--- src/rtl/gpm_pkg.sv ---
// ============================================================================
// Glob pattern matcher package
// Shared constants, input function codes and the item record that moves
// from one matcher cell to the next.
// ============================================================================
package gpm_pkg;

    // Default pattern storage depth in bytes.
    localparam int unsigned PATTERN_LENGTH_DEFAULT = 32;

    // Input function codes.
    localparam logic [1:0] FUNC_LOAD    = 2'd0;
    localparam logic [1:0] FUNC_SUBJECT = 2'd1;
    localparam logic [1:0] FUNC_EVAL    = 2'd2;

    // Pattern metacharacters.
    localparam logic [7:0] CH_STAR  = 8'h2A;
    localparam logic [7:0] CH_QUEST = 8'h3F;
    localparam logic [7:0] CH_LBR   = 8'h5B;
    localparam logic [7:0] CH_RBR   = 8'h5D;
    localparam logic [7:0] CH_DASH  = 8'h2D;
    localparam logic [7:0] CH_ESC   = 8'h5C;

    // Kind of item that travels down the cell chain.
    typedef enum logic [1:0] {
        TOK_NONE = 2'd0,
        TOK_LOAD = 2'd1,
        TOK_SUBJ = 2'd2,
        TOK_EVAL = 2'd3
    } tok_kind_t;

    // Item record handed from a cell to its right-hand neighbor.
    // The flag bits describe work pending at the receiving cell.
    typedef struct packed {
        tok_kind_t  kind;
        logic [7:0] data;        // subject or pattern byte
        logic       first;       // load clears the stored pattern
        logic       pending;     // load byte not yet written
        logic       prev_valid;  // sending cell holds a pattern byte
        logic       star_carry;  // star closure reaches this cell
        logic       act;         // this position becomes active
        logic       esc;         // previous cell is an active backslash
        logic       elem;        // this cell starts a class element
        logic       after;       // previous cell was a missed class element
        logic [7:0] after_lo;    // byte of that missed element
        logic       hi;          // this cell is the upper end of a range
        logic [7:0] hi_lo;       // lower end of that range
        logic       seek;        // class matched, looking for its close
        logic       result;      // evaluate: end position is active
    } token_t;

endpackage

--- src/rtl/gpm_cell.sv ---
// ============================================================================
// Glob pattern matcher cell
// Holds one pattern byte, its valid bit and one active-position bit. Applies
// the item coming from the left neighbor and registers the item for the
// right neighbor.
// ============================================================================
module gpm_cell (
    input  logic            aclk,
    input  logic            aresetn,
    input  logic            advance,
    input  logic            start_cell,
    input  gpm_pkg::token_t tok_in,
    output gpm_pkg::token_t tok_out
);
    import gpm_pkg::*;

    logic       active_reg;
    logic       active_next;
    logic       valid_reg;
    logic       valid_next;
    logic [7:0] pattern_reg;
    token_t     tok_reg;
    token_t     tok_next;

    logic       cur_active;
    logic       byte_eq;
    logic       is_star;
    logic       is_quest;
    logic       is_lbr;
    logic       is_esc;
    logic       is_dash;
    logic       is_rbr;
    logic       is_lit;
    logic       is_end;
    logic       elem_eff;
    logic       elem_ok;
    logic       in_range;
    logic       hi_ok;
    logic       valid_eff;
    logic       write_en;

    // Decode of the stored byte; only a valid cell counts as pattern.
    assign byte_eq  = (pattern_reg == tok_in.data);
    assign is_star  = valid_reg && (pattern_reg == CH_STAR);
    assign is_quest = valid_reg && (pattern_reg == CH_QUEST);
    assign is_lbr   = valid_reg && (pattern_reg == CH_LBR);
    assign is_esc   = valid_reg && (pattern_reg == CH_ESC);
    assign is_dash  = valid_reg && (pattern_reg == CH_DASH);
    assign is_rbr   = valid_reg && (pattern_reg == CH_RBR);
    assign is_lit   = valid_reg && !(pattern_reg == CH_STAR) && !(pattern_reg == CH_QUEST)
                      && !(pattern_reg == CH_LBR) && !(pattern_reg == CH_ESC) && byte_eq;

    // The end position is the first cell without a pattern byte.
    assign is_end = !valid_reg && tok_in.prev_valid;

    // Class element handling: a missed element followed by a dash opens a range.
    assign elem_eff = tok_in.elem || (tok_in.after && !is_dash);
    assign elem_ok  = elem_eff && valid_reg && !is_rbr;
    assign in_range = ((tok_in.hi_lo <= tok_in.data) && (pattern_reg >= tok_in.data))
                      || ((tok_in.hi_lo >= tok_in.data) && (pattern_reg <= tok_in.data));
    assign hi_ok    = tok_in.hi && valid_reg && in_range;

    assign cur_active = active_reg || tok_in.star_carry;

    // Next item and next cell state.
    always_comb begin
        tok_next            = '0;
        tok_next.kind       = tok_in.kind;
        tok_next.data       = tok_in.data;
        tok_next.first      = tok_in.first;
        tok_next.prev_valid = valid_reg;
        tok_next.result     = tok_in.result;
        active_next         = active_reg;
        valid_next          = valid_reg;
        valid_eff           = valid_reg;
        write_en            = 1'b0;
        unique case (tok_in.kind)
            TOK_SUBJ: begin
                tok_next.star_carry = cur_active && is_star;
                tok_next.act        = (cur_active && (is_quest || is_lit))
                                      || (tok_in.esc && valid_reg && byte_eq)
                                      || (tok_in.seek && is_rbr)
                                      || (hi_ok && is_rbr);
                tok_next.esc        = cur_active && is_esc;
                tok_next.elem       = (cur_active && is_lbr)
                                      || (tok_in.hi && valid_reg && !in_range);
                tok_next.seek       = (elem_ok && byte_eq)
                                      || (tok_in.seek && valid_reg && !is_rbr)
                                      || (hi_ok && !is_rbr);
                tok_next.after      = elem_ok && !byte_eq;
                tok_next.after_lo   = pattern_reg;
                tok_next.hi         = tok_in.after && is_dash;
                tok_next.hi_lo      = tok_in.after_lo;
                active_next         = (cur_active && is_star) || tok_in.act
                                      || (tok_in.seek && !valid_reg);
            end
            TOK_EVAL: begin
                tok_next.star_carry = cur_active && is_star;
                tok_next.result     = tok_in.result || (is_end && cur_active);
                active_next         = start_cell;
            end
            TOK_LOAD: begin
                valid_eff           = valid_reg && !tok_in.first;
                write_en            = tok_in.pending && !valid_eff;
                valid_next          = valid_eff || write_en;
                tok_next.pending    = tok_in.pending && valid_eff;
                tok_next.prev_valid = valid_next;
                active_next         = start_cell;
            end
            default: begin
            end
        endcase
    end

    // Control state and the handoff register.
    always_ff @(posedge aclk) begin
        if (!aresetn) begin
            active_reg <= start_cell;
            valid_reg  <= 1'b0;
            tok_reg    <= '0;
        end else if (advance) begin
            active_reg <= active_next;
            valid_reg  <= valid_next;
            tok_reg    <= tok_next;
        end
    end

    // Pattern byte storage.
    always_ff @(posedge aclk) begin
        if (advance && write_en) begin
            pattern_reg <= tok_in.data;
        end
    end

    assign tok_out = tok_reg;

endmodule

--- src/rtl/glob_pattern_matcher_unit.sv ---
// ============================================================================
// Glob pattern matcher unit
// Stores a glob pattern byte by byte and matches a subject stream against it.
// ============================================================================
// The block accepts one item per clock cycle while the input is not stalled,
// pattern bytes, subject bytes and evaluate commands alike, and returns the
// result of an evaluate command through the output register. Each item walks a
// chain of PATTERN_LENGTH + 1 cells, one per pattern position plus the end
// position, one cell per cycle while the chain advances, and then enters the
// output register. The input stalls only while an evaluate result has reached
// the end of the chain and the previous result is still waiting at the output.
// Zero subject bytes and the unused function code take an input slot but
// change nothing.
module glob_pattern_matcher_unit #(
    parameter int unsigned PATTERN_LENGTH = gpm_pkg::PATTERN_LENGTH_DEFAULT
) (
    input  logic       aclk,
    input  logic       aresetn,
    input  logic       s_valid,
    output logic       s_ready,
    input  logic [1:0] s_func,
    input  logic [7:0] s_data_byte,
    input  logic       s_first,
    output logic       m_valid,
    input  logic       m_ready,
    output logic       m_matched,
    output logic       m_pattern_overflow
);
    import gpm_pkg::*;

    localparam int unsigned NUM_CELLS = PATTERN_LENGTH + 1;

    token_t in_tok;
    token_t cell_in  [NUM_CELLS];
    token_t cell_out [NUM_CELLS];
    token_t tail_tok;
    token_t store_tail_tok;

    logic   advance;
    logic   ovf_reg;
    logic   m_valid_reg;
    logic   m_matched_reg;
    logic   m_overflow_reg;

    assign tail_tok       = cell_out[NUM_CELLS-1];
    assign store_tail_tok = cell_out[NUM_CELLS-2];

    // The chain moves unless an evaluate result has nowhere to go.
    assign advance = !((tail_tok.kind == TOK_EVAL) && m_valid_reg && !m_ready);
    assign s_ready = advance;

    // Turn an accepted input item into a chain item.
    always_comb begin
        in_tok            = '0;
        in_tok.data       = s_data_byte;
        in_tok.first      = s_first;
        in_tok.prev_valid = 1'b1;
        if (s_valid && s_ready) begin
            unique case (s_func)
                FUNC_LOAD: begin
                    in_tok.kind    = TOK_LOAD;
                    in_tok.pending = (s_data_byte != 8'd0);
                end
                FUNC_SUBJECT: begin
                    if (s_data_byte != 8'd0) begin
                        in_tok.kind = TOK_SUBJ;
                    end
                end
                FUNC_EVAL: begin
                    in_tok.kind = TOK_EVAL;
                end
                default: begin
                end
            endcase
        end
    end

    // Neighbor links; the end-only cell never takes a pattern byte.
    always_comb begin
        cell_in[0] = in_tok;
        for (int k = 1; k < NUM_CELLS; k++) begin
            cell_in[k] = cell_out[k-1];
        end
        cell_in[NUM_CELLS-1].pending = 1'b0;
    end

    // Row of matcher cells.
    for (genvar k = 0; k < NUM_CELLS; k++) begin : g_cell
        gpm_cell u_cell (
            .aclk       (aclk),
            .aresetn    (aresetn),
            .advance    (advance),
            .start_cell (k == 0),
            .tok_in     (cell_in[k]),
            .tok_out    (cell_out[k])
        );
    end

    // Overflow: a load byte that found no free cell is dropped.
    always_ff @(posedge aclk) begin
        if (!aresetn) begin
            ovf_reg <= 1'b0;
        end else if (advance && (store_tail_tok.kind == TOK_LOAD)) begin
            ovf_reg <= (ovf_reg && !store_tail_tok.first) || store_tail_tok.pending;
        end
    end

    // Output register for evaluate results.
    always_ff @(posedge aclk) begin
        if (!aresetn) begin
            m_valid_reg <= 1'b0;
        end else if (advance && (tail_tok.kind == TOK_EVAL)) begin
            m_valid_reg <= 1'b1;
        end else if (m_ready) begin
            m_valid_reg <= 1'b0;
        end
    end

    always_ff @(posedge aclk) begin
        if (advance && (tail_tok.kind == TOK_EVAL)) begin
            m_matched_reg  <= tail_tok.result && !ovf_reg;
            m_overflow_reg <= ovf_reg;
        end
    end

    assign m_valid            = m_valid_reg;
    assign m_matched          = m_matched_reg;
    assign m_pattern_overflow = m_overflow_reg;

`ifndef SYNTHESIS
    // An overflowed pattern never reports a match.
    a_no_match_on_overflow: assert property (@(posedge aclk) disable iff (!aresetn)
        m_valid_reg |-> !(m_matched_reg && m_overflow_reg))
        else $error("match reported with overflowed pattern");

    // The input stalls only behind a waiting result.
    a_stall_cause: assert property (@(posedge aclk) disable iff (!aresetn)
        !s_ready |-> (m_valid_reg && !m_ready))
        else $error("input stalled without a waiting result");

    // An evaluate item leaving the chain always produces a result.
    a_eval_delivered: assert property (@(posedge aclk) disable iff (!aresetn)
        (advance && (tail_tok.kind == TOK_EVAL)) |=> m_valid_reg)
        else $error("evaluate item lost at chain end");

    // A result appears only from an evaluate item.
    a_result_source: assert property (@(posedge aclk) disable iff (!aresetn)
        $rose(m_valid_reg) |-> $past(advance && (tail_tok.kind == TOK_EVAL)))
        else $error("result without evaluate item");
`endif

endmodule
--- config.mk ---
export PLATFORM = sky130hd
export DESIGN_NAME = glob_pattern_matcher_unit
export DESIGN_NICKNAME = d
export VERILOG_FILES = /design/src/rtl/gpm_pkg.sv /design/src/rtl/gpm_cell.sv /design/src/rtl/glob_pattern_matcher_unit.sv
export SDC_FILE = /design/constraint.sdc
export NUM_CORES = 2
export LEC_CHECK = 0
export ABC_AREA = 1
export BUFFER_PORTS_ARGS = -buffer_cell sky130_fd_sc_hd__buf_2
export CAP_MARGIN = 20
export CORE_MARGIN = 2
export CORE_UTILIZATION = 30
export CTS_CLUSTER_SIZE = 14
export DETAILED_ROUTE_END_ITERATION = 8
export PLACE_DENSITY = 0.41
export SLEW_MARGIN = 20
export SYNTH_ARGS = -nofsm -noshare
export SYNTH_HDL_FRONTEND = slang
export SYNTH_HIERARCHICAL = 1
export SYNTH_SLANG_ARGS = --single-unit
--- constraint.sdc ---
create_clock -name aclk -period 3.4 [get_ports aclk]
set_input_delay 0.17 -clock aclk [delete_from_list [all_inputs] [get_ports aclk]]
set_output_delay 0.17 -clock aclk [all_outputs]
set_load 0.005 [all_outputs]
==> summary by stage <==
Timing
The worst pin sits at a relative slew slack of 30.81%. The final-report hold violation count came to 0. At the pin with the least slew margin, the transition time is 1034 ps.

On the final layout, the worst clock skew is 29.38 ps. After layout, the worst path uses 87.97% of the clock period. Setup repair after global routing left no endpoint under its margin.

The minimum clock period after layout is 2991 ps. The summed negative setup slack over all endpoints is 0 ps. Setup violations remaining at the end of the flow were counted as 0. The final-report max-slew violation count was 0. Static timing analysis puts the maximum clock frequency at 0.3343 GHz.

Worst setup path
The critical path endpoint category is an output pin. The startpoint identified for the worst register-to-register timing path is g_cell[32].u_cell/tok_out[35]. The kind of critical path is reg2out. The worst setup path is launched from a flop. Of all nets on the critical path, the largest fanout is 40. The arrival time at the worst endpoint is 2820 ps. The origin of the worst setup path is g_cell[32].u_cell/tok_out[35]. The data required time at the worst endpoint is 3230 ps.

Layout
The post-route netlist has 7.269% of its cells at a drive strength greater than 1. The count of filler cells inserted in the layout is 26,030. The number of flip-flops under the largest register name is 1,159. The final layout contains 10,250 nets.

The area used by multi-input combinational logic is 0.03614 mm2. The post-synthesis to final-layout area growth is 13.53%. The total area of sequential cells is 0.03288 mm2.

Run status
The flow ran to the end, and the final reports show no timing, DRC or antenna violations.

Logic synthesis
After synthesis the cells add up to 0.07396 mm2. Synthesis handed over a netlist of 9,686 instances. The post-synthesis average cell area is 7.636 um2. During synthesis, Yosys emitted a total of 6 warnings.

GRT
The first global-routing pass estimated 342.0 mm of wire. The via count of the first global-routing pass is 60,553. The initial antenna violation count is 2. For this run, the total global-route usage over all layers was measured as 16.91%. The pin count of the biggest net entering global routing is 85. The total congestion overflow is 0.

Job
The count of max-cap constraint violations is 0.

Place
The final HPWL from detailed placement is 160.9 mm. The port buffer count is 18. The congestion estimate from routability-driven global placement came to 0.8231.

Drt
The aggregate routed wire length is 215.3 mm. For this run, design rule violations remaining after detail routing come to 0. The average wire per cell in the routed design is 16.44 um. After detailed routing, the number of vias per cell comes to 4.755.

Once detail routing completed, the nets flagged for antenna violations numbered 0. The DRC violation total after the first TritonRoute iteration is 3,648. For this run, the detailed router's first-pass iteration total came to 6. The number of vias after detailed routing is 62,282.

Min path
The worst hold path startpoint is s_data_byte[5]. The path class of the tightest hold or removal check is in2reg.

Die
The full die area is 0.2505 mm2. Once the floorplan was initialized, standard cells occupied 30.13% of the core. The die boundary width is 500.5 um. The count of boundary I/O pins is 19. The total area inside the core boundary comes to 0.2455 mm2. In this run the vertical extent of the chip is 500.5 um. The initialized floorplan defines 182 standard-cell rows.

Power and ir drop
In this run the static leakage power is 33.24 nW. The peak supply drop is 0.4372 mV. The overall power after layout is 0.03862 W.

The total power divided by cell area is 459.9 mW/mm2.

Clocking
The buffer levels on the longest clock path is 3. The tree built by TritonCTS fans out to 1,493 sinks. The buffer cell driving the clock tree root is sky130_fd_sc_hd__clkbuf_16.

The post-CTS setup-driven buffer insertion count is 0. The TritonCTS clock tree is done. In this run, CTS created clock tree buffers numbering 181.

After clock tree synthesis, the clock-pin slew on the worst setup and hold paths is 60 ps. The number of H-tree levels is 4. The later-pin clock latency in the skew report is 830 ps.
path summary, 6_finish.rpt:
| check | to | slack [ps] | depth (start not counted) |
|---|---|---|---|
| min | g_cell[0].u_cell/pattern_reg[5] | 100 | 2 |
| max | s_ready | 410 | 8 |
| max reg2reg | g_cell[0].u_cell/tok_out[25] | 600 | 10 |
| min reg2reg | g_cell[32].u_cell/pattern_reg[6] | 420 | 0 |
where the power goes:
group	total [W]	leakage, nW	internal, W	switching, W
Clock	0.0198	2.99	0.0118	0.00795
Sequential	0.0181	12.3	0.0181	0.0000405
Combinational	0.000752	17.9	0.000207	0.000545
through the flow:
stage	util, %	setup WS, ps	area [um2]	instances	hold slack [ps]
2_1_floorplan	-	440.2	74190	9747	268.9
5_1_grt	34.21	203.1	83970	13099	63.94
4_1_cts	34.21	125.9	83980	13099	2.991
3_3_place_gp	31.64	729.1	77670	12740	382.0
3_5_place_dp	31.64	786.4	77670	12740	384.4
6_report	34.21	409.0	83970	13099	97.36
metal layers:
metal  global-route usage, %  share of wire (%)  up-vias
met5                       0                  0        -
met4                   4.017                1.8        0
met3                   2.139                3.3      235
met2                   27.44                 45      860
met1                   23.72                 50    29136
li1                        -                  -    32051
cell usage in the layout, fill, tap and decap left out, types with 21 or more instances in the layout:
master and count:
sky130_fd_sc_hd__nand2_1 2758, sky130_fd_sc_hd__a21oi_1 1299, sky130_fd_sc_hd__dfxtp_1 1194, sky130_fd_sc_hd__nor2_1 893
sky130_fd_sc_hd__inv_1 889, sky130_fd_sc_hd__ha_1 512, sky130_fd_sc_hd__o21ai_0 372, sky130_fd_sc_hd__nand3_1 303
sky130_fd_sc_hd__edfxtp_1 299, sky130_fd_sc_hd__clkbuf_16 195, sky130_fd_sc_hd__nand4_1 178, sky130_fd_sc_hd__a21o_1 96
sky130_fd_sc_hd__inv_2 86, sky130_fd_sc_hd__buf_4 83, sky130_fd_sc_hd__nand2_2 68, sky130_fd_sc_hd__conb_1 63
sky130_fd_sc_hd__clkbuf_1 51, sky130_fd_sc_hd__nor3_2 49, sky130_fd_sc_hd__o21ai_1 43, sky130_fd_sc_hd__clkbuf_8 35
sky130_fd_sc_hd__a21oi_2 33, sky130_fd_sc_hd__a31oi_1 33, sky130_fd_sc_hd__o221ai_1 32, sky130_fd_sc_hd__nor3_1 31
sky130_fd_sc_hd__nor2_4 30, sky130_fd_sc_hd__clkinv_1 23, sky130_fd_sc_hd__clkinv_2 21
cell type report:
type	instances	area share (%)
Clock inverter	57	0.6482
Antenna cell	1	0.002980
Inverter	981	4.385
Tap cell	3220	4.798
Multi-Input combinational cell	6934	43.03
Timing Repair Buffer	132	1.362
Sequential cell	1493	39.16
Clock buffer	281	6.613
what timing repair did:
action / 4_1_cts / 5_1_grt
gates resized for setup: 0 / 0
endpoints found under the hold margin: 76 / 0
hold buffers: 21 / 0
endpoints found under the setup margin: 0 / 10
critical path: stages (launching register included):
cell,delay [ps]
sky130_fd_sc_hd__dfxtp_1,310
sky130_fd_sc_hd__nand2_2,70
sky130_fd_sc_hd__inv_2,60
sky130_fd_sc_hd__nand2_8,300
sky130_fd_sc_hd__buf_12,340
sky130_fd_sc_hd__buf_4,170
sky130_fd_sc_hd__buf_4,160
sky130_fd_sc_hd__buf_4,320
sky130_fd_sc_hd__buf_2,180
Power figures use the tool's default switching activity.
